$ cat config.mk
export PLATFORM = sky130hd
export DESIGN_NAME = round_robin_quantum_scheduler_flat
export DESIGN_NICKNAME = d
export VERILOG_FILES = /design/src/rtl/rrqs_pkg.sv /design/src/rtl/rrqs_stream_if.sv /design/src/rtl/rrqs_ring.sv /design/src/rtl/rrqs_task_table.sv /design/src/rtl/round_robin_quantum_scheduler.sv /design/src/flat_wrapper.sv
export VERILOG_INCLUDE_DIRS = /design/src /design/src/rtl
export SDC_FILE = /design/constraint.sdc
export NUM_CORES = 1
export LEC_CHECK = 0
export ABC_AREA = 0
export BUFFER_PORTS_ARGS = -buffer_cell sky130_fd_sc_hd__buf_2
export CORE_MARGIN = 2
export CORE_UTILIZATION = 57
export CTS_CLUSTER_SIZE = 20
export DETAILED_ROUTE_END_ITERATION = 8
export PLACE_DENSITY = 0.82
export SYNTH_ARGS = -nofsm -noshare
export SYNTH_HDL_FRONTEND = slang
export SYNTH_SLANG_ARGS = --single-unit
$ cat constraint.sdc
create_clock -name clk -period 4.2 [get_ports clk]
set_input_delay 0.42 -clock clk [delete_from_list [all_inputs] [get_ports clk]]
set_output_delay 0.42 -clock clk [all_outputs]
set_load 0.02 [all_outputs]
$ cat src/rtl/round_robin_quantum_scheduler_assert.svh
// assertion helpers for the scheduler
`ifndef ROUND_ROBIN_QUANTUM_SCHEDULER_ASSERT_SVH
`define ROUND_ROBIN_QUANTUM_SCHEDULER_ASSERT_SVH

// same-cycle implication
`define RRQS_ASSERT_IMPLY(name, clk, rst_n, ante, cons) \
    name: assert property (@(posedge clk) disable iff (!rst_n) (ante) |-> (cons)) \
        else $error("scheduler check failed");

// next-cycle implication
`define RRQS_ASSERT_NEXT(name, clk, rst_n, ante, cons) \
    name: assert property (@(posedge clk) disable iff (!rst_n) (ante) |=> (cons)) \
        else $error("scheduler check failed");

`endif

$ cat src/rtl/rrqs_pkg.sv
`default_nettype none

package rrqs_pkg;

    localparam int MAX_TASKS = 16;
    localparam int ID_W      = $clog2(MAX_TASKS);
    localparam int CNT_W     = $clog2(MAX_TASKS + 1);
    localparam int SVC_W     = 8;
    localparam int TIME_W    = 16;
    localparam int QUANT_W   = 8;

    localparam logic [QUANT_W-1:0] QUANTUM_RESET = QUANT_W'(1);

    typedef logic [ID_W-1:0]    task_id_t;
    typedef logic [CNT_W-1:0]   ring_cnt_t;
    typedef logic [SVC_W-1:0]   svc_len_t;
    typedef logic [TIME_W-1:0]  tick_time_t;
    typedef logic [QUANT_W-1:0] quantum_t;

    typedef struct packed {
        logic     arrive_valid;
        task_id_t arrive_task;
        svc_len_t arrive_service;
    } tick_req_t;

    typedef struct packed {
        logic       busy_res;
        task_id_t   run_task;
        logic       first_run;
        tick_time_t response_time;
        logic       finished;
        tick_time_t turnaround_time;
    } result_t;

    // ready ring requests for one tick
    typedef struct packed {
        logic     push_a;
        task_id_t id_a;
        logic     push_b;
        task_id_t id_b;
        logic     pop;
    } ring_req_t;

    typedef struct packed {
        logic     pop_ok;
        task_id_t pop_id;
    } ring_rsp_t;

    typedef struct packed {
        logic       en;
        task_id_t   id;
        svc_len_t   service;
        tick_time_t stamp;
    } arrive_wr_t;

    typedef struct packed {
        logic     en;
        task_id_t id;
        svc_len_t remaining;
    } run_wr_t;

    typedef struct packed {
        svc_len_t   remaining;
        tick_time_t arrived;
        logic       started;
    } task_rec_t;

endpackage

`default_nettype wire

$ cat src/rtl/rrqs_stream_if.sv
`default_nettype none

interface rrqs_stream_if #(
    parameter type payload_t = logic
) ();

    logic     valid;
    logic     ready;
    payload_t payload;

    modport source (output valid, output payload, input ready);
    modport sink (input valid, input payload, output ready);

endinterface

`default_nettype wire

$ cat src/rtl/rrqs_ring.sv
`default_nettype none

module rrqs_ring (
    input  wire logic               clk,
    input  wire logic               rst_n,
    input  wire logic               step,
    input  wire rrqs_pkg::ring_req_t req,
    output rrqs_pkg::ring_rsp_t     rsp
);

    rrqs_pkg::task_id_t  ring_mem [rrqs_pkg::MAX_TASKS];
    rrqs_pkg::task_id_t  head_reg;
    rrqs_pkg::task_id_t  tail_reg;
    rrqs_pkg::ring_cnt_t count_reg;

    logic                do_a;
    logic                do_b;
    logic                do_pop;
    rrqs_pkg::task_id_t  tail_a;
    rrqs_pkg::ring_cnt_t count_a;
    rrqs_pkg::ring_cnt_t count_b;

    localparam rrqs_pkg::ring_cnt_t DEPTH = rrqs_pkg::ring_cnt_t'(rrqs_pkg::MAX_TASKS);

    // a push into a full ring is dropped
    always_comb
    begin
        do_a    = req.push_a && (count_reg != DEPTH);
        tail_a  = tail_reg + rrqs_pkg::task_id_t'(do_a);
        count_a = count_reg + rrqs_pkg::ring_cnt_t'(do_a);
        do_b    = req.push_b && (count_a != DEPTH);
        count_b = count_a + rrqs_pkg::ring_cnt_t'(do_b);
        do_pop  = req.pop && (count_b != '0);
    end

    // an empty ring hands the first push of this tick straight through
    always_comb
    begin
        rsp.pop_ok = do_pop;
        if (count_reg != '0)
        begin
            rsp.pop_id = ring_mem[head_reg];
        end
        else if (do_a)
        begin
            rsp.pop_id = req.id_a;
        end
        else
        begin
            rsp.pop_id = req.id_b;
        end
    end

    always_ff @(posedge clk or negedge rst_n)
    begin
        if (!rst_n)
        begin
            head_reg  <= '0;
            tail_reg  <= '0;
            count_reg <= '0;
        end
        else if (step)
        begin
            head_reg  <= head_reg + rrqs_pkg::task_id_t'(do_pop);
            tail_reg  <= tail_a + rrqs_pkg::task_id_t'(do_b);
            count_reg <= count_b - rrqs_pkg::ring_cnt_t'(do_pop);
        end
    end

    always_ff @(posedge clk)
    begin
        if (step && do_a)
        begin
            ring_mem[tail_reg] <= req.id_a;
        end
        if (step && do_b)
        begin
            ring_mem[tail_a] <= req.id_b;
        end
    end

endmodule

`default_nettype wire

$ cat src/rtl/rrqs_task_table.sv
`default_nettype none

module rrqs_task_table (
    input  wire logic                clk,
    input  wire logic                step,
    input  wire rrqs_pkg::arrive_wr_t arr_wr,
    input  wire rrqs_pkg::run_wr_t    run_wr,
    input  wire rrqs_pkg::task_id_t   rd_id,
    output rrqs_pkg::task_rec_t      rd_rec
);

    rrqs_pkg::svc_len_t   remaining_mem [rrqs_pkg::MAX_TASKS];
    rrqs_pkg::tick_time_t arrived_mem   [rrqs_pkg::MAX_TASKS];
    logic                 started_mem   [rrqs_pkg::MAX_TASKS];

    // a record written by this tick's arrival is seen at once
    always_comb
    begin
        if (arr_wr.en && (arr_wr.id == rd_id))
        begin
            rd_rec.remaining = arr_wr.service;
            rd_rec.arrived   = arr_wr.stamp;
            rd_rec.started   = 1'b0;
        end
        else
        begin
            rd_rec.remaining = remaining_mem[rd_id];
            rd_rec.arrived   = arrived_mem[rd_id];
            rd_rec.started   = started_mem[rd_id];
        end
    end

    // the run update wins over the arrival on the same entry
    always_ff @(posedge clk)
    begin
        for (int i = 0; i < rrqs_pkg::MAX_TASKS; i++)
        begin
            if (step)
            begin
                if (arr_wr.en && (arr_wr.id == rrqs_pkg::task_id_t'(i)))
                begin
                    arrived_mem[i] <= arr_wr.stamp;
                end
                if (run_wr.en && (run_wr.id == rrqs_pkg::task_id_t'(i)))
                begin
                    remaining_mem[i] <= run_wr.remaining;
                    started_mem[i]   <= 1'b1;
                end
                else if (arr_wr.en && (arr_wr.id == rrqs_pkg::task_id_t'(i)))
                begin
                    remaining_mem[i] <= arr_wr.service;
                    started_mem[i]   <= 1'b0;
                end
            end
        end
    end

endmodule

`default_nettype wire

$ cat src/rtl/round_robin_quantum_scheduler.sv
// Round-robin scheduler with a time quantum, one scheduling tick per arrive
// transfer. Each tick queues the arriving task, re-queues the task whose
// quantum ran out on the previous tick, takes the ring head when nothing
// runs and runs the holding task for one unit; it gives one result transfer.
// The arrive transfer lands in an input register, the whole tick is done in
// one pass of logic into the result register, and a new transfer is taken
// every cycle while the result side keeps up. While a result waits, the
// tick held in the input register stalls and arrive.ready stays low until
// the result is taken. The user must write the quantum through
// cfg_wr_en/cfg_wr_data only while no tick is in flight; the block itself
// does not enforce this.
`default_nettype none

`include "round_robin_quantum_scheduler_assert.svh"

module round_robin_quantum_scheduler (
    input  wire logic                clk,
    input  wire logic                rst_n,
    input  wire logic                cfg_wr_en,
    input  wire rrqs_pkg::quantum_t  cfg_wr_data,
    rrqs_stream_if.sink              arrive,
    rrqs_stream_if.source            result
);

    rrqs_pkg::quantum_t   quantum_reg;
    logic                 in_valid_reg;
    rrqs_pkg::tick_req_t  in_reg;
    logic                 out_valid_reg;
    rrqs_pkg::result_t    out_reg;

    logic                 running_valid_reg;
    logic                 running_valid_next;
    rrqs_pkg::task_id_t   running_task_reg;
    rrqs_pkg::task_id_t   running_task_next;
    rrqs_pkg::quantum_t   slice_count_reg;
    rrqs_pkg::quantum_t   slice_count_next;
    logic                 slice_expired_reg;
    logic                 slice_expired_next;
    rrqs_pkg::tick_time_t current_time_reg;

    logic                 step;
    rrqs_pkg::ring_req_t  ring_req;
    rrqs_pkg::ring_rsp_t  ring_rsp;
    rrqs_pkg::arrive_wr_t arr_wr;
    rrqs_pkg::run_wr_t    run_wr;
    rrqs_pkg::task_rec_t  rec;
    rrqs_pkg::task_id_t   cur_id;
    logic                 run_now;
    logic                 done;
    logic                 expire;
    logic [rrqs_pkg::QUANT_W:0] slice_inc;
    rrqs_pkg::result_t    res_next;

    assign step           = in_valid_reg && (!out_valid_reg || result.ready);
    assign arrive.ready   = !in_valid_reg || step;
    assign result.valid   = out_valid_reg;
    assign result.payload = out_reg;

    always_ff @(posedge clk or negedge rst_n)
    begin
        if (!rst_n)
        begin
            quantum_reg <= rrqs_pkg::QUANTUM_RESET;
        end
        else if (cfg_wr_en)
        begin
            quantum_reg <= cfg_wr_data;
        end
    end

    always_ff @(posedge clk or negedge rst_n)
    begin
        if (!rst_n)
        begin
            in_valid_reg <= 1'b0;
        end
        else if (arrive.ready)
        begin
            in_valid_reg <= arrive.valid;
        end
    end

    always_ff @(posedge clk)
    begin
        if (arrive.ready && arrive.valid)
        begin
            in_reg <= arrive.payload;
        end
    end

    // expired task goes behind this tick's arrival
    always_comb
    begin
        ring_req.push_a = in_reg.arrive_valid;
        ring_req.id_a   = in_reg.arrive_task;
        ring_req.push_b = slice_expired_reg;
        ring_req.id_b   = running_task_reg;
        ring_req.pop    = !running_valid_reg;
    end

    rrqs_ring u_ring (
        .clk   (clk),
        .rst_n (rst_n),
        .step  (step),
        .req   (ring_req),
        .rsp   (ring_rsp)
    );

    // every 4-bit id fits the table, so no arrival is turned away
    always_comb
    begin
        arr_wr.en      = in_reg.arrive_valid;
        arr_wr.id      = in_reg.arrive_task;
        arr_wr.service = in_reg.arrive_service;
        arr_wr.stamp   = current_time_reg;
    end

    assign run_now = running_valid_reg || ring_rsp.pop_ok;
    assign cur_id  = running_valid_reg ? running_task_reg : ring_rsp.pop_id;

    rrqs_task_table u_table (
        .clk    (clk),
        .step   (step),
        .arr_wr (arr_wr),
        .run_wr (run_wr),
        .rd_id  (cur_id),
        .rd_rec (rec)
    );

    always_comb
    begin
        done      = (rec.remaining <= rrqs_pkg::svc_len_t'(1));
        // a fresh dispatch starts its slice from zero; zero quantum acts as one
        slice_inc = {1'b0, (running_valid_reg ? slice_count_reg : rrqs_pkg::quantum_t'(0))}
                    + (rrqs_pkg::QUANT_W + 1)'(1);
        expire    = !done && (slice_inc >= {1'b0, quantum_reg});

        run_wr.en        = run_now;
        run_wr.id        = cur_id;
        run_wr.remaining = done ? '0 : rec.remaining - rrqs_pkg::svc_len_t'(1);

        running_valid_next = run_now && !done && !expire;
        running_task_next  = run_now ? cur_id : running_task_reg;
        slice_count_next   = running_valid_next ? slice_inc[rrqs_pkg::QUANT_W-1:0] : '0;
        slice_expired_next = run_now && expire;

        res_next.busy_res        = run_now;
        res_next.run_task        = run_now ? cur_id : '0;
        res_next.first_run       = run_now && !rec.started;
        res_next.response_time   = res_next.first_run ? (current_time_reg - rec.arrived) : '0;
        res_next.finished        = run_now && done;
        res_next.turnaround_time = res_next.finished
                                   ? (current_time_reg + rrqs_pkg::tick_time_t'(1) - rec.arrived)
                                   : '0;
    end

    always_ff @(posedge clk or negedge rst_n)
    begin
        if (!rst_n)
        begin
            running_valid_reg <= 1'b0;
            running_task_reg  <= '0;
            slice_count_reg   <= '0;
            slice_expired_reg <= 1'b0;
            current_time_reg  <= '0;
        end
        else if (step)
        begin
            running_valid_reg <= running_valid_next;
            running_task_reg  <= running_task_next;
            slice_count_reg   <= slice_count_next;
            slice_expired_reg <= slice_expired_next;
            current_time_reg  <= current_time_reg + rrqs_pkg::tick_time_t'(1);
        end
    end

    always_ff @(posedge clk or negedge rst_n)
    begin
        if (!rst_n)
        begin
            out_valid_reg <= 1'b0;
        end
        else if (step)
        begin
            out_valid_reg <= 1'b1;
        end
        else if (result.ready)
        begin
            out_valid_reg <= 1'b0;
        end
    end

    always_ff @(posedge clk)
    begin
        if (step)
        begin
            out_reg <= res_next;
        end
    end

    `RRQS_ASSERT_IMPLY(a_expired_not_running, clk, rst_n, slice_expired_reg,
                       !running_valid_reg)
    `RRQS_ASSERT_NEXT(a_finish_releases, clk, rst_n, step && res_next.finished,
                      !running_valid_reg && !slice_expired_reg)
    `RRQS_ASSERT_IMPLY(a_idle_result_clear, clk, rst_n, out_valid_reg && !out_reg.busy_res,
                       out_reg.run_task == '0 && !out_reg.first_run && !out_reg.finished)

endmodule

`default_nettype wire
$ cat src/flat_wrapper.sv
// flat-port wrapper written by rule: the top's interface ports become plain ports
module round_robin_quantum_scheduler_flat 
  (clk, rst_n, cfg_wr_en, cfg_wr_data, arrive_valid, arrive_payload, arrive_ready, result_valid, result_payload, result_ready);
  rrqs_stream_if arrive_i ();
  rrqs_stream_if result_i ();
  input  wire logic clk;
  input  wire logic rst_n;
  input  wire logic cfg_wr_en;
  input  wire rrqs_pkg::quantum_t cfg_wr_data;
  input wire logic [$bits(arrive_i.valid)-1:0] arrive_valid;
  input wire logic [$bits(arrive_i.payload)-1:0] arrive_payload;
  output wire logic [$bits(arrive_i.ready)-1:0] arrive_ready;
  output wire logic [$bits(result_i.valid)-1:0] result_valid;
  output wire logic [$bits(result_i.payload)-1:0] result_payload;
  input wire logic [$bits(result_i.ready)-1:0] result_ready;
  assign arrive_i.valid = arrive_valid;
  assign arrive_i.payload = arrive_payload;
  assign arrive_ready = arrive_i.ready;
  assign result_valid = result_i.valid;
  assign result_payload = result_i.payload;
  assign result_i.ready = result_ready;
  round_robin_quantum_scheduler u_core (.clk(clk), .rst_n(rst_n), .cfg_wr_en(cfg_wr_en), .cfg_wr_data(cfg_wr_data), .arrive(arrive_i), .result(result_i));
endmodule
# --- Word-level counts from Yosys, hierarchy flattened ---
# Memory sizes are Yosys's and may differ from the RTL's.
# Index checks and enable logic that the tools add are counted.
totals:
  regBits: 54
  latchBits: 0
  ram_bits: 192
  mem_bits_ro: 0
  input_bits: 14
  out_inout_bits: 3
  wordCells: 195
  memories: 2
classes:
  add_sub_neg: 8
  mul: 0
  n_div: 0
  magnitude_cmp: 2
  n_eq_ne: 16
  shift: 0
  mux: 102
  bitwise_logic: 0
  n_reduce_logical: 53
mem_list:
  columns: ["name", "words", "width", "rd", "rd_ports_with_merged_regs", "write_ports", "line_no", "source"]
  rows:
  - ["u_core.u_table.remaining_mem", 16, 8, 1, 0, 1, "rrqs_task_table.sv:12", "rrqs_pkg::svc_len_t remaining_mem [rrqs_pkg::MAX_TASKS];"]
  - ["u_core.u_ring.ring_mem", 16, 4, 1, 0, 1, "rrqs_ring.sv:11", "rrqs_pkg::task_id_t ring_mem [rrqs_pkg::MAX_TASKS];"]
op_table:
  columns: ["op", "n"]
  rows:
  - ["$mux 8", 18]
  - ["$reduce_or 8->1", 15]
  - ["$mux 4", 17]
  - ["$mux 1", 67]
  - ["$eq 4x4->1 const B", 8]
  - ["$logic_and 1x1->1", 25]
  - ["$add 16x1->16 const B", 1]
  - ["$eq 4x3->1 const B", 4]
  - ["$reduce_bool 5->1", 2]
  - ["$add 8x1->9 const B", 1]
  - ["$ge 9x8->1", 1]
  - ["$add 4x1->4", 2]
  - ["$eq 4x2->1 const B", 2]
  - ["$le 8x1->1 const B", 1]
  - ["$sub 8x1->8 const B", 1]
  - ["$add 5x1->5", 1]
  - ["$logic_not 1->1", 5]
  - ["$ne 5x5->1 const B", 1]
  - ["$sub 5x1->5", 1]
  - ["$eq 4x1->1 const B", 1]
  - ["$logic_not 4->1", 1]
  - ["$logic_or 1x1->1", 3]
  - ["$reduce_and 2->1", 1]
  - ["$reduce_bool 2->1", 1]
  - ["$sub 1x1->1 const B", 1]

# --- Depth between registers and ports, before layout ---
# Gate-level depths: netlist (run 1).
depth:
  ltp_word: 26
  mapped_depth: 19
  mapped_depth_nobuf: 15

# --- Hierarchy ---
# Synthesis (run 1) repeated with hierarchy kept, for this count alone.
unflattened:
  hier_cells: 1434
  area_unflattened_um2: 24458.5
by_module_without_submodules:
  columns: ["mod", "instances", "cells_each", "area_per_inst_um2", "seq_area_each_um2"]
  rows:
  - ["rrqs_task_table", 1, 863, 17555.6, 12001.5]
  - ["rrqs_ring", 1, 356, 4630.7, 2247.2]
  - ["round_robin_quantum_scheduler", 1, 215, 2272.2, 1062.3]

# --- Worst setup path after synthesis (run 1) ---
# Ideal clock, no wire load.
synth_timing:
  path_kind: "flip-flop to flip-flop"
  from: "register u_core.u_ring.head_reg[2]"
  to: "memory u_core.u_table.remaining_mem[0][5] (netlist bit) (data pin)"
  setup_ns: 0.327
  arrival_ns: 3.983
  required_ns: 3.873
  path_slack_ns: -0.110
  path_stages_with_launch: 19
  n_path_buf: 6
  synth_period_minus_slack_ns: 4.310
  path_cell_list: "dfrtp_1 buf_2 buf_4 mux2i_1 a22o_1 nor4_1 a221o_1 buf_2 buf_6 buf_2 mux2_2 a22oi_1 and4_1 inv_1 ha_1 nor2_1 and4b_1 buf_6 nor3_1"
synth_rtl:
  columns: ["element", "line_no", "source"]
  rows:
  - ["start, declared", "rrqs_ring.sv:12", "rrqs_pkg::task_id_t head_reg;"]
  - ["start signal, assigned", "rrqs_ring.sv:64", "head_reg <= head_reg + rrqs_pkg::task_id_t'(do_pop);"]
  - ["end, declared", "rrqs_task_table.sv:12", null]

==> results of run 1 <==
[metrics by stage]
stage | TNS (ns) | hold WS (ns) | cells
floorplan | 0 | 0.124 | 690
global placement | -0.295 | 0.465 | 992
detailed placement | -11.62 | 0.498 | 992
CTS | 0 | 0.0412 | 1034
global route | -1.33 | 0.0813 | 1036
finish | 0 | 0.0265 | 1036
[layout by cell type, fill, tap and decap left out, drive strengths merged, types with 17 or more instances in the layout]
cell type and n:
a22oi 29, buf 107, clkbuf 26, dfrtp 37, edfxtp 193, ha 19, mux2 63, mux2i 29
nand2 59, nor2 48, xnor2 17
[final cells by class]
type | instances | area (um2)
Clock buffer | 26 | 607
Clock inverter | 16 | 106
Fill cell | 1104 | 5500
Inverter | 14 | 52.6
Multi-Input combinational cell | 417 | 3250
Sequential cell | 231 | 6750
Tap cell | 225 | 282
Timing Repair Buffer | 107 | 806
[kinds of logic after synthesis]
logic type | share of synthesized area (%)
multiplexers | 10.3
AO/OA/AOI/OAI | 7.38
flip-flops | 66.6
AND/OR/NAND/NOR | 9.35
XOR/XNOR | 1.73
buffers and inverters | 2.33
adder cells (fa/ha/maj) | 2.35
[metal layers]
layer  part of all wire [%]  GRT usage [%]
met2                     48           37.4
met1                     41           32.8
met3                    7.8           4.12
met5                      0              0
met4                    2.8           8.88
[repair_timing]
item                                    in CTS  in global routing
setup buffers                                0                  1
endpoints found under the setup margin      68                113
resized for setup                            7                 19
hold buffers                                 0                  0
gates cloned                                 0                  1
pin swaps                                    0                  1
[worst max-delay path: stages, from the launching register on]
cell and delay [ns]:
sky130_fd_sc_hd__dfrtp_2 0.45, sky130_fd_sc_hd__buf_4 0.21, sky130_fd_sc_hd__or2b_1 0.16, sky130_fd_sc_hd__o22ai_1 0.08, sky130_fd_sc_hd__or4_1 0.55, sky130_fd_sc_hd__and3_1 0.32
sky130_fd_sc_hd__nor3_1 0.32, sky130_fd_sc_hd__buf_4 0.18, sky130_fd_sc_hd__a22oi_1 0.11, sky130_fd_sc_hd__nand4_1 0.13, sky130_fd_sc_hd__inv_1 0.07, sky130_fd_sc_hd__ha_1 0.22
sky130_fd_sc_hd__nor2_1 0.15, sky130_fd_sc_hd__and4b_2 0.30, sky130_fd_sc_hd__nor2_2 0.57
[worst max-delay path by stage]
stage / cells past startpoint / from / end
after floorplan: 18 / u_core.u_ring.head_reg[2] / u_core.u_table.remaining_mem[0][5]
after global placement: 14 / u_core.u_ring.head_reg[0] / u_core.u_table.remaining_mem[3][2]
after detailed placement: 12 / u_core.u_ring.head_reg[0] / u_core.u_table.remaining_mem[3][2]
after CTS: 16 / u_core.u_ring.head_reg[0] / u_core.u_table.remaining_mem[6][5]
after global routing: 16 / u_core.u_ring.head_reg[1] / u_core.u_table.remaining_mem[8][2]
final: 14 / u_core.u_ring.head_reg[0] / u_core.u_table.remaining_mem[9][2]
==> load_flow_metrics.sql, run 1 <==
INSERT INTO impl_metrics (metric_group, metric, value, unit) VALUES
('finish', 'registers_with_the_highest_flip_flop_counts', 'u_core.u_table.remaining_mem x128, u_core.u_ring.ring_mem x64', ''),
('logic_synthesis', 'yosys.cell_count.top_type', 'sky130_fd_sc_hd__edfxtp_1', ''),
('critical_path', 'critical_path_arrival', '4.37', 'ns'),
('critical_path', 'critical_path.endpoint_type', 'flop', ''),
('sta', 'tightestPinTransition', '0.888', 'ns'),
('clock_tree', 'cts_tree', 'done', ''),
('placement', 'dpl-instance-area', '11000', 'um2'),
('critical_path', 'worst-r2r-cell-count', '14', ''),
('clock_tree', 'cts_made_buffers', '23', ''),
('drt', 'route.detailed.vias_per_inst', '6.11', ''),
('drt', 'post_detailed_route_count_of_antenna_violating_nets', '0', ''),
('sta', 'timing_hold_violations_final', '0', ''),
('critical_path', 'crit_fanout', '16', ''),
('global_route', 'grt_first_pass_wirelength', '33900', 'um'),
('flow_run', 'cap_violations', '0', ''),
('sta', 'timing.final.max_slew_violations', '0', ''),
('drt', 'post_drt_wl_per_cell', '20.9', 'um'),
('logic_synthesis', 'syn-num-nets', '723', ''),
('clock_tree', 'htreeDepth', '1', ''),
('logic_synthesis', 'synth_cell_type_count', '68', ''),
('die', 'coreArea', '17400', 'um2'),
('placement', 'gpl.final_weighted_congestion', '0.954', ''),
('finish', 'antenna_cells', '0', ''),
('finish', 'layout-drive-gt1-share', '28.9', '%'),
('die', 'boundaryPins', '17', ''),
('logic_synthesis', 'mapped_area', '10100', 'um2'),
('sta', 'timing.clock.skew', '0.0125', 'ns'),
('drt', 'drt_iter0_markers', '773', ''),
('critical_path', 'cp-start-kind', 'flop', ''),
('clock_tree', 'ctsRootBufferMaster', 'sky130_fd_sc_hd__clkbuf_16', ''),
('finish', 'area_growth_from_synthesis_to_layout', '17.0', '%'),
('finish', 'max_reg_flops', '128', ''),
('critical_path', 'regToRegEndpoint', 'u_core.u_table.remaining_mem[9][2]', ''),
('logic_synthesis', 'cells_after_synthesis', '690', ''),
('clock_tree', 'clock-sinks', '231', ''),
('finish', 'final_util', '68.3', '%'),
('logic_synthesis', 'syn_area_per_cell', '14.7', 'um2'),
('global_route', 'grt_start_max_net_pins', '39', ''),
('logic_synthesis', 'synth_seq_cells', '231', ''),
('die', 'floorplan.initialDensity', '58.4', '%'),
('logic_synthesis', 'synth.area.top_cells', 'sky130_fd_sc_hd__edfxtp_1 (57%), sky130_fd_sc_hd__dfrtp_1 (9.1%), sky130_fd_sc_hd__mux2_2 (6.9%)', ''),
('logic_synthesis', 'synthFlopType', 'sky130_fd_sc_hd__edfxtp_1', ''),
('finish', 'top_reg_by_flops', 'u_core.u_table.remaining_mem', ''),
('worst_hold_path', 'worst_hold_check_path_type', 'input pin to async pin', ''),
('logic_synthesis', 'synth-async-reset-ratio', '16.5', '%'),
('run_status', 'outcome', 'finished clean', ''),
('critical_path', 'setup.worst_path.class', 'flop to flop', ''),
('global_route', 'initial_antenna_violation_count', '0', ''),
('logic_synthesis', 'number_of_enable_type_register_cells_in_the_synthesized_netlist', '193', ''),
('global_route', 'grt.total_usage', '23.5', '%'),
('sta', 'timing.fmax', '241', 'MHz'),
('global_route', 'grt_pass1_vias', '6346', ''),
('sta', 'layout_setup_ws', '0.0489', 'ns'),
('drt', 'drt_wl_total', '21600', 'um'),
('drt', 'detail_route.first_pass.iterations', '5', ''),
('placement', 'hpwl_dp', '14500', 'um'),
('logic_synthesis', 'synthTopCellsByCount', 'sky130_fd_sc_hd__edfxtp_1 (193), sky130_fd_sc_hd__mux2_2 (62), sky130_fd_sc_hd__nand2_1 (59)', ''),
('die', 'die_area', '18900', 'um2'),
('sta', 'period_minus_slack', '4.15', 'ns'),
('logic_synthesis', 'synthesis.yosys.warnings', '0', ''),
('clock_tree', 'clock_pin_slew_reported_for_the_worst_setup_and_hold_paths_after_clock_tree_synthesis', '0.06', 'ns'),
('clock_tree', 'worst_skew_pair.late_latency', '0.52', 'ns'),
('sta', 'finalSetupViolCount', '0', ''),
('clock_tree', 'cts-root-to-sink-buffers', '3', ''),
('global_route', 'grt.overflow.total', '0', ''),
('die', 'die_extent_in_x', '137', 'um'),
('finish', 'final_net_count', '827', ''),
('placement', 'dp_worst_setup_slack', '-0.308', 'ns'),
('logic_synthesis', 'post-synth-top-area-cell', 'sky130_fd_sc_hd__edfxtp_1', ''),
('logic_synthesis', 'synth.top_cell.area_share', '57.2', '%'),
('sta', 'timing.max_slew.rel_slack', '40.8', '%');
Power of run 1 is left out: the tool's default activity adds up to more than one toggle a clock period on the data nets, which glitch-free logic cannot reach.
==> inputs of run 2 (changes only) <==
--- a/config.mk
+++ b/config.mk
@@ -13,6 +13,7 @@
 export CTS_CLUSTER_SIZE = 20
 export DETAILED_ROUTE_END_ITERATION = 8
 export PLACE_DENSITY = 0.82
+export RECOVER_POWER = 100
 export SYNTH_ARGS = -nofsm -noshare
 export SYNTH_HDL_FRONTEND = slang
 export SYNTH_SLANG_ARGS = --single-unit
==> run 2 against run 1 <==
Compared with the run above: the flow now finishes with violations (max-capacitance violations, max-slew violations); non-clock buffer count did not move; core utilization is 0.50 points lower; clock skew shrank 0.0013 ns; maximum frequency increased by 0.27%; register-to-register slack about the same; largest cell class unchanged.
==> load_flow_metrics.sql, run 2 (synthesized netlist as in run 1, its figures left out) <==
INSERT INTO impl_metrics (metric_group, metric, value, unit) VALUES
('sta', 'finalSetupViolCount', '0', ''),
('sta', 'timing.fmax', '242', 'MHz'),
('flow_run', 'cap_violations', '1', ''),
('die', 'coreArea', '17400', 'um2'),
('die', 'fp-row-count', '48', ''),
('placement', 'portBuffers', '15', ''),
('drt', 'drt_iter0_markers', '713', ''),
('global_route', 'initial_antenna_violation_count', '0', ''),
('sta', 'timing_hold_violations_final', '0', ''),
('critical_path', 'regToRegEndpoint', 'u_core.u_table.remaining_mem[15][1]', ''),
('critical_path', 'critPathLaunch', 'u_core.u_ring.head_reg[0]', ''),
('clock_tree', 'post_cts_hold_buffer_count', '0', ''),
('worst_hold_path', 'worst_hold_check_path_type', 'input pin to flop', ''),
('drt', 'wirelength_met1', '9050', 'um'),
('sta', 'finalCritPeriodShare', '98.6', '%'),
('clock_tree', 'cts_made_buffers', '23', ''),
('finish', 'area_growth_from_synthesis_to_layout', '16.1', '%'),
('clock_tree', 'htreeDepth', '1', ''),
('sta', 'timing.clock.skew', '0.0112', 'ns'),
('finish', 'n_fill_cell', '1133', ''),
('clock_tree', 'ctsRootBufferMaster', 'sky130_fd_sc_hd__clkbuf_16', ''),
('sta', 'timing.max_slew.rel_slack', '-41.4', '%'),
('worst_hold_path', 'hold_path_end', 'u_core.in_valid_reg', ''),
('clock_tree', 'clock-sinks', '231', ''),
('placement', 'dpl-instance-area', '11000', 'um2'),
('drt', 'routed-via-count', '6344', ''),
('critical_path', 'setup.worst_path.class', 'flop to flop', ''),
('drt', 'drt_wl_total', '21700', 'um'),
('drt', 'detailroute.wirelength.met2', '10400', 'um'),
('finish', 'top_reg_by_flops', 'u_core.u_table.remaining_mem', ''),
('drt', 'detail_route.first_pass.iterations', '6', ''),
('drt', 'route.detailed.vias_per_inst', '6.12', ''),
('sta', 'tightestPinTransition', '2.12', 'ns'),
('finish', 'final_net_count', '827', ''),
('clock_tree', 'worst_skew_pair.late_latency', '0.51', 'ns'),
('placement', 'gpl.final_weighted_congestion', '0.954', ''),
('die', 'floorplan.initialDensity', '58.4', '%'),
('global_route', 'grt_start_max_net_pins', '39', ''),
('global_route', 'grt_first_pass_wirelength', '33900', 'um'),
('drt', 'drcViolationCount', '0', ''),
('finish', 'max_reg_flops', '128', ''),
('finish', 'final_util', '67.8', '%'),
('critical_path', 'critical_path.endpoint_type', 'flop', ''),
('critical_path', 'r2r-start', 'u_core.u_ring.head_reg[0]', ''),
('die', 'boundaryPins', '17', ''),
('sta', 'rsz0062_at_grt', 'yes', ''),
('finish', 'multi_input_comb_area', '3240', 'um2'),
('clock_tree', 'clock_pin_slew_reported_for_the_worst_setup_and_hold_paths_after_clock_tree_synthesis', '0.06', 'ns'),
('die', 'die_extent_in_x', '137', 'um'),
('clock_tree', 'cts_tree', 'done', ''),
('finish', 'register_area', '6750', 'um2'),
('drt', 'post_detailed_route_count_of_antenna_violating_nets', '0', ''),
('finish', 'registers_with_the_highest_flip_flop_counts', 'u_core.u_table.remaining_mem x128, u_core.u_ring.ring_mem x64', ''),
('run_status', 'failing_checks', 'max-capacitance violations, max-slew violations', ''),
('run_status', 'outcome', 'finished with violations', ''),
('sta', 'period_minus_slack', '4.14', 'ns'),
('critical_path', 'crit_fanout', '16', ''),
('sta', 'final.setup.tns', '0', 'ns'),
('finish', 'finalInstanceArea', '11800', 'um2'),
('global_route', 'grt.total_usage', '23.5', '%'),
('die', 'chipHeight', '137', 'um'),
('critical_path', 'worst-r2r-cell-count', '14', ''),
('global_route', 'grt_pass1_vias', '6346', ''),
('sta', 'timing.final.max_slew_violations', '39', ''),
('drt', 'top_routing_layer_used', 'met4', ''),
('finish', 'layout-drive-gt1-share', '26.6', '%'),
('clock_tree', 'cts-root-to-sink-buffers', '3', ''),
('placement', 'hpwl_dp', '14500', 'um'),
('global_route', 'grt.overflow.total', '0', ''),
('critical_path', 'crit_path_required_time', '4.41', 'ns'),
('finish', 'final_cell_mix', 'sky130_fd_sc_hd__edfxtp_1 (193), sky130_fd_sc_hd__buf_4 (66), sky130_fd_sc_hd__mux2_2 (60), sky130_fd_sc_hd__nand2_1 (59), sky130_fd_sc_hd__nor2_1 (45)', ''),
('critical_path', 'cp-start-kind', 'flop', ''),
('critical_path', 'critical_path_arrival', '4.35', 'ns'),
('finish', 'mostFrequentLayoutCell', 'sky130_fd_sc_hd__edfxtp_1', ''),
('die', 'die_area', '18900', 'um2'),
('worst_hold_path', 'holdPathStages', '2', ''),
('drt', 'route.met3.wl', '1670', 'um'),
('drt', 'post_drt_wl_per_cell', '21.0', 'um'),
('critical_path', 'worst_case_register_to_register_setup_slack', '0.06', 'ns'),
('finish', 'antenna_cells', '0', ''),
('worst_hold_path', 'hold_path_startpoint', 'arrive_valid', '');
run 2: cell count changes in the layout (fill, tap and decap cells not counted):
cell | before | now
sky130_fd_sc_hd__o21ai_1 | 1 | 0
sky130_fd_sc_hd__clkbuf_2 | 0 | 8
sky130_fd_sc_hd__nand4b_2 | 0 | 1
sky130_fd_sc_hd__buf_2 | 15 | 11
sky130_fd_sc_hd__clkbuf_1 | 1 | 19
sky130_fd_sc_hd__buf_4 | 88 | 66
sky130_fd_sc_hd__a21boi_0 | 0 | 1
sky130_fd_sc_hd__nand4b_4 | 1 | 0
sky130_fd_sc_hd__o21ai_0 | 14 | 15
sky130_fd_sc_hd__a21boi_1 | 1 | 0
run 2: stage by stage:
step / worst slack (ns) / hold WS [ns] / std cells
2_1_floorplan: 0.193 / 0.124 / 690
3_3_place_gp: -0.0187 / 0.465 / 992
3_5_place_dp: -0.308 / 0.498 / 992
4_1_cts: 0.0240 / 0.0412 / 1034
5_1_grt: -0.0571 / 0.112 / 1036
6_report: 0.0602 / 0.101 / 1036
run 2: how the worst max path moves through the flow:
stage	to	slack [ns]	cells past startpoint
after CTS	u_core.u_table.remaining_mem[6][5]	0.02	16
after global routing	u_core.u_table.remaining_mem[8][2]	-0.06	16
after floorplan	u_core.u_table.remaining_mem[0][5]	0.19	18
after detailed placement	u_core.u_table.remaining_mem[3][2]	-0.31	12
final	u_core.u_table.remaining_mem[15][1]	0.06	14
after global placement	u_core.u_table.remaining_mem[3][2]	-0.02	14
run 2: layout make-up:
class | instances | area share (%)
multi-input combinational | 417 | 27.5
clock inverter | 16 | 0.904
sequential | 231 | 57.4
clock buffer | 26 | 5.16
timing repair buffer | 107 | 6.19
tap | 225 | 2.39
inverter | 14 | 0.447
run 2: layer usage:
layer	up-vias	global-route usage, %
met3	54	4.12
met1	3167	32.8
met4	0	8.88
met5	-	0
li1	2850	-
met2	273	37.4
run 2: repair_timing:
item | in CTS | in global routing
buffers inserted | 0 | 1
gates resized for setup | 7 | 19
endpoints found under the setup margin | 68 | 113
gates cloned | 0 | 1
pin swaps | 0 | 1
run 2: critical path, cell delays in order, from the launching register on:
cell                      delay, ns
sky130_fd_sc_hd__dfrtp_2       0.45
sky130_fd_sc_hd__buf_4         0.21
sky130_fd_sc_hd__or2b_1        0.16
sky130_fd_sc_hd__o22ai_1       0.08
sky130_fd_sc_hd__or4_1         0.55
sky130_fd_sc_hd__and3_1        0.32
sky130_fd_sc_hd__nor3_1        0.31
sky130_fd_sc_hd__buf_4         0.18
sky130_fd_sc_hd__a22oi_1       0.11
sky130_fd_sc_hd__nand4_1       0.13
sky130_fd_sc_hd__inv_1         0.08
sky130_fd_sc_hd__ha_1          0.22
sky130_fd_sc_hd__nor2_1        0.15
sky130_fd_sc_hd__and4b_2       0.30
sky130_fd_sc_hd__nor2_2        0.57
Power of run 2 is left out for the same reason.
==> inputs of run 3 (changes only) <==
--- a/config.mk
+++ b/config.mk
@@ -8,11 +8,10 @@
 export LEC_CHECK = 0
 export ABC_AREA = 0
 export BUFFER_PORTS_ARGS = -buffer_cell sky130_fd_sc_hd__buf_2
-export CORE_MARGIN = 2
-export CORE_UTILIZATION = 57
+export CORE_UTILIZATION = 67
 export CTS_CLUSTER_SIZE = 20
 export DETAILED_ROUTE_END_ITERATION = 8
-export PLACE_DENSITY = 0.82
+export PLACE_DENSITY = 0.9
 export RECOVER_POWER = 100
 export SYNTH_ARGS = -nofsm -noshare
 export SYNTH_HDL_FRONTEND = slang
==> constraint.sdc (replaced) <==
create_clock -name clk -period 5.2 [get_ports clk]
set_input_delay 0.52 -clock clk [delete_from_list [all_inputs] [get_ports clk]]
set_output_delay 0.52 -clock clk [all_outputs]
set_load 0.02 [all_outputs]
==> run 3 against run 2 <==
Compared with the run above: the run still ends with max-capacitance violations, max-slew violations left; hold slack gained 0.098 ns; final cell count decreased by 11%; clock skew grew 0.0035 ns; critical path depth is 2 lower; global-route usage is 4.1 points higher; via count decreased by 1.8%; design area shrank 5.4%; core utilization grew 8.2 points; routed wire length shrank 2.9%; first-iteration DRC count decreased by 3.6%.
==> load_flow_metrics.sql, run 3 (synthesized netlist as in run 1, its figures left out) <==
INSERT INTO impl_metrics (metric_group, metric, value, unit) VALUES
('finish', 'final_net_count', '761', ''),
('clock_tree', 'worst_skew_pair.late_latency', '0.51', 'ns'),
('sta', 'timing.max_slew.rel_slack', '-32.5', '%'),
('critical_path', 'r2r-start', 'u_core.u_ring.head_reg[2]', ''),
('critical_path', 'worst-r2r-cell-count', '12', ''),
('finish', 'max_reg_flops', '128', ''),
('clock_tree', 'post_cts_resized', '0', ''),
('drt', 'route.detailed.vias_per_inst', '6.72', ''),
('global_route', 'grt.overflow.total', '0', ''),
('drt', 'routed-via-count', '6231', ''),
('run_status', 'failing_checks', 'max-capacitance violations, max-slew violations', ''),
('critical_path', 'cp_cell_sequence', 'mux2i_1 > a22o_1 > nor4_1 > a221o_2 > mux2_2 > a22oi_1 > and4_1 > inv_1 > ha_1 > nor2_1 > and4b_1 > nor2_1', ''),
('drt', 'detail_route.first_pass.iterations', '6', ''),
('drt', 'drt_iter0_markers', '687', ''),
('die', 'chipHeight', '125', 'um'),
('finish', 'area_growth_from_synthesis_to_layout', '9.82', '%'),
('critical_path', 'cp-start-kind', 'flop', ''),
('sta', 'layout_setup_ws', '0.160', 'ns'),
('die', 'fp-row-count', '44', ''),
('drt', 'drt_wl_total', '21100', 'um'),
('sta', 'timing.fmax', '198', 'MHz'),
('sta', 'tightestPinTransition', '1.99', 'ns'),
('finish', 'n_fill_cell', '790', ''),
('die', 'die_extent_in_x', '125', 'um'),
('worst_hold_path', 'hold_path_startpoint', 'arrive_valid', ''),
('global_route', 'initial_antenna_violation_count', '0', ''),
('placement', 'dp_worst_setup_slack', '0.265', 'ns'),
('die', 'coreArea', '14600', 'um2'),
('sta', 'timing.clock.skew', '0.0146', 'ns'),
('global_route', 'grt_pass1_vias', '6372', ''),
('critical_path', 'regToRegEndpoint', 'u_core.u_table.remaining_mem[1][2]', ''),
('critical_path', 'worst_case_register_to_register_setup_slack', '0.16', 'ns'),
('sta', 'finalSetupViolCount', '0', ''),
('critical_path', 'worst_path_most_repeated_cell', 'sky130_fd_sc_hd__nor2_1', ''),
('flow_run', 'cap_violations', '1', ''),
('clock_tree', 'cts.repair_timing.setup_buffer_count', '0', ''),
('critical_path', 'crit_slowest_cell', 'sky130_fd_sc_hd__nor2_1', ''),
('clock_tree', 'ctsRootBufferMaster', 'sky130_fd_sc_hd__clkbuf_16', ''),
('critical_path', 'worst_path_largest_cell_delay', '0.83', 'ns'),
('placement', 'gpl.final_weighted_congestion', '0.838', ''),
('sta', 'finalCritPeriodShare', '96.9', '%'),
('clock_tree', 'cts_tree', 'done', ''),
('finish', 'antenna_cells', '0', ''),
('global_route', 'grt_first_pass_wirelength', '33300', 'um'),
('critical_path', 'setup.worst_path.class', 'flop to flop', ''),
('placement', 'portBuffers', '15', ''),
('global_route', 'grt.total_usage', '27.6', '%'),
('finish', 'final_cell_mix', 'sky130_fd_sc_hd__edfxtp_1 (193), sky130_fd_sc_hd__mux2_2 (60), sky130_fd_sc_hd__nand2_1 (59), sky130_fd_sc_hd__nor2_1 (48), sky130_fd_sc_hd__dfrtp_1 (37)', ''),
('clock_tree', 'cts-root-to-sink-buffers', '3', ''),
('global_route', 'grt_start_max_net_pins', '39', ''),
('finish', 'top_reg_by_flops', 'u_core.u_table.remaining_mem', ''),
('critical_path', 'crit_fanout', '27', ''),
('run_status', 'outcome', 'finished with violations', ''),
('die', 'die_area', '15600', 'um2'),
('finish', 'mostFrequentLayoutCell', 'sky130_fd_sc_hd__edfxtp_1', ''),
('sta', 'rsz0062_at_grt', 'yes', ''),
('drt', 'drcViolationCount', '0', ''),
('critical_path', 'critical_path_arrival', '5.19', 'ns'),
('worst_hold_path', 'hold_path_end', 'u_core.in_valid_reg', ''),
('placement', 'hpwl_dp', '13400', 'um'),
('sta', 'timing_hold_violations_final', '0', ''),
('drt', 'post_drt_wl_per_cell', '22.8', 'um'),
('die', 'floorplan.initialDensity', '69.2', '%'),
('clock_tree', 'post_cts_hold_buffer_count', '0', ''),
('worst_hold_path', 'worst_hold_check_path_type', 'input pin to flop', ''),
('sta', 'period_minus_slack', '5.04', 'ns'),
('worst_hold_path', 'holdPathStages', '2', ''),
('finish', 'registers_with_the_highest_flip_flop_counts', 'u_core.u_table.remaining_mem x128, u_core.u_ring.ring_mem x64', ''),
('die', 'boundaryPins', '17', ''),
('drt', 'post_detailed_route_count_of_antenna_violating_nets', '0', ''),
('finish', 'layout-drive-gt1-share', '18.6', '%'),
('critical_path', 'critical_path.endpoint_type', 'flop', ''),
('clock_tree', 'clock_pin_slew_reported_for_the_worst_setup_and_hold_paths_after_clock_tree_synthesis', '0.06', 'ns'),
('sta', 'timing.final.max_slew_violations', '39', ''),
('clock_tree', 'htreeDepth', '1', ''),
('clock_tree', 'clock-sinks', '231', ''),
('clock_tree', 'cts_made_buffers', '22', ''),
('critical_path', 'crit_path_required_time', '5.35', 'ns');
run 3: how the worst max path moves through the flow:
stage,from,endpoint,slack (ns),cells past startpoint
floorplan,u_core.u_ring.head_reg[2],u_core.u_table.remaining_mem[0][5],0.89,18
global placement,u_core.u_ring.head_reg[2],u_core.u_table.remaining_mem[10][7],0.51,11
detailed placement,u_core.u_ring.head_reg[2],u_core.u_table.remaining_mem[8][7],0.27,11
CTS,u_core.u_ring.head_reg[2],u_core.u_table.remaining_mem[7][7],0.15,11
global route,u_core.u_ring.head_reg[2],u_core.u_table.remaining_mem[1][0],-0.09,13
finish,u_core.u_ring.head_reg[2],u_core.u_table.remaining_mem[1][2],0.16,12
run 3: final cells by class:
cell class | instances | area [um2] | area share (%)
Clock inverter | 11 | 98.8 | 0.888
Sequential cell | 231 | 6750 | 60.6
Tap cell | 184 | 230 | 2.07
Clock buffer | 28 | 594 | 5.34
Multi-Input combinational cell | 416 | 3150 | 28.3
Timing Repair Buffer | 43 | 256 | 2.30
Inverter | 14 | 52.6 | 0.472
run 3: through the flow:
step | std cells | hold slack [ns] | util [%] | TNS [ns] | cell area (um2)
final | 927 | 0.199 | 76.0 | 0 | 11100
after global placement | 888 | 0.463 | 71.5 | 0 | 10500
after global routing | 927 | 0.206 | 76.0 | -6.15 | 11100
after detailed placement | 888 | 0.468 | 71.5 | 0 | 10500
after CTS | 927 | 0.128 | 76.2 | 0 | 11200
after floorplan | 690 | 0.224 | - | 0 | 10100
run 3: per-layer routing:
layer | vias up | track usage (%) | share of wire [%]
met1 | 3053 | 37.3 | 39
met4 | 0 | 10.3 | 3.3
li1 | 2706 | - | -
met5 | - | 0 | 0
met2 | 394 | 46.4 | 49
met3 | 78 | 3.94 | 9.2
run 3: critical path: cells and delay by family, from the launching register on:
family	cells	cell delay, ns
adders and majority gates	1	0.19
buffers and inverters	1	0.09
AOI/OAI and AO/OA	3	1.13
DFF	1	0.81
muxes	2	0.63
and+or+nand+nor	5	1.81
Power of run 3 is left out for the same reason.
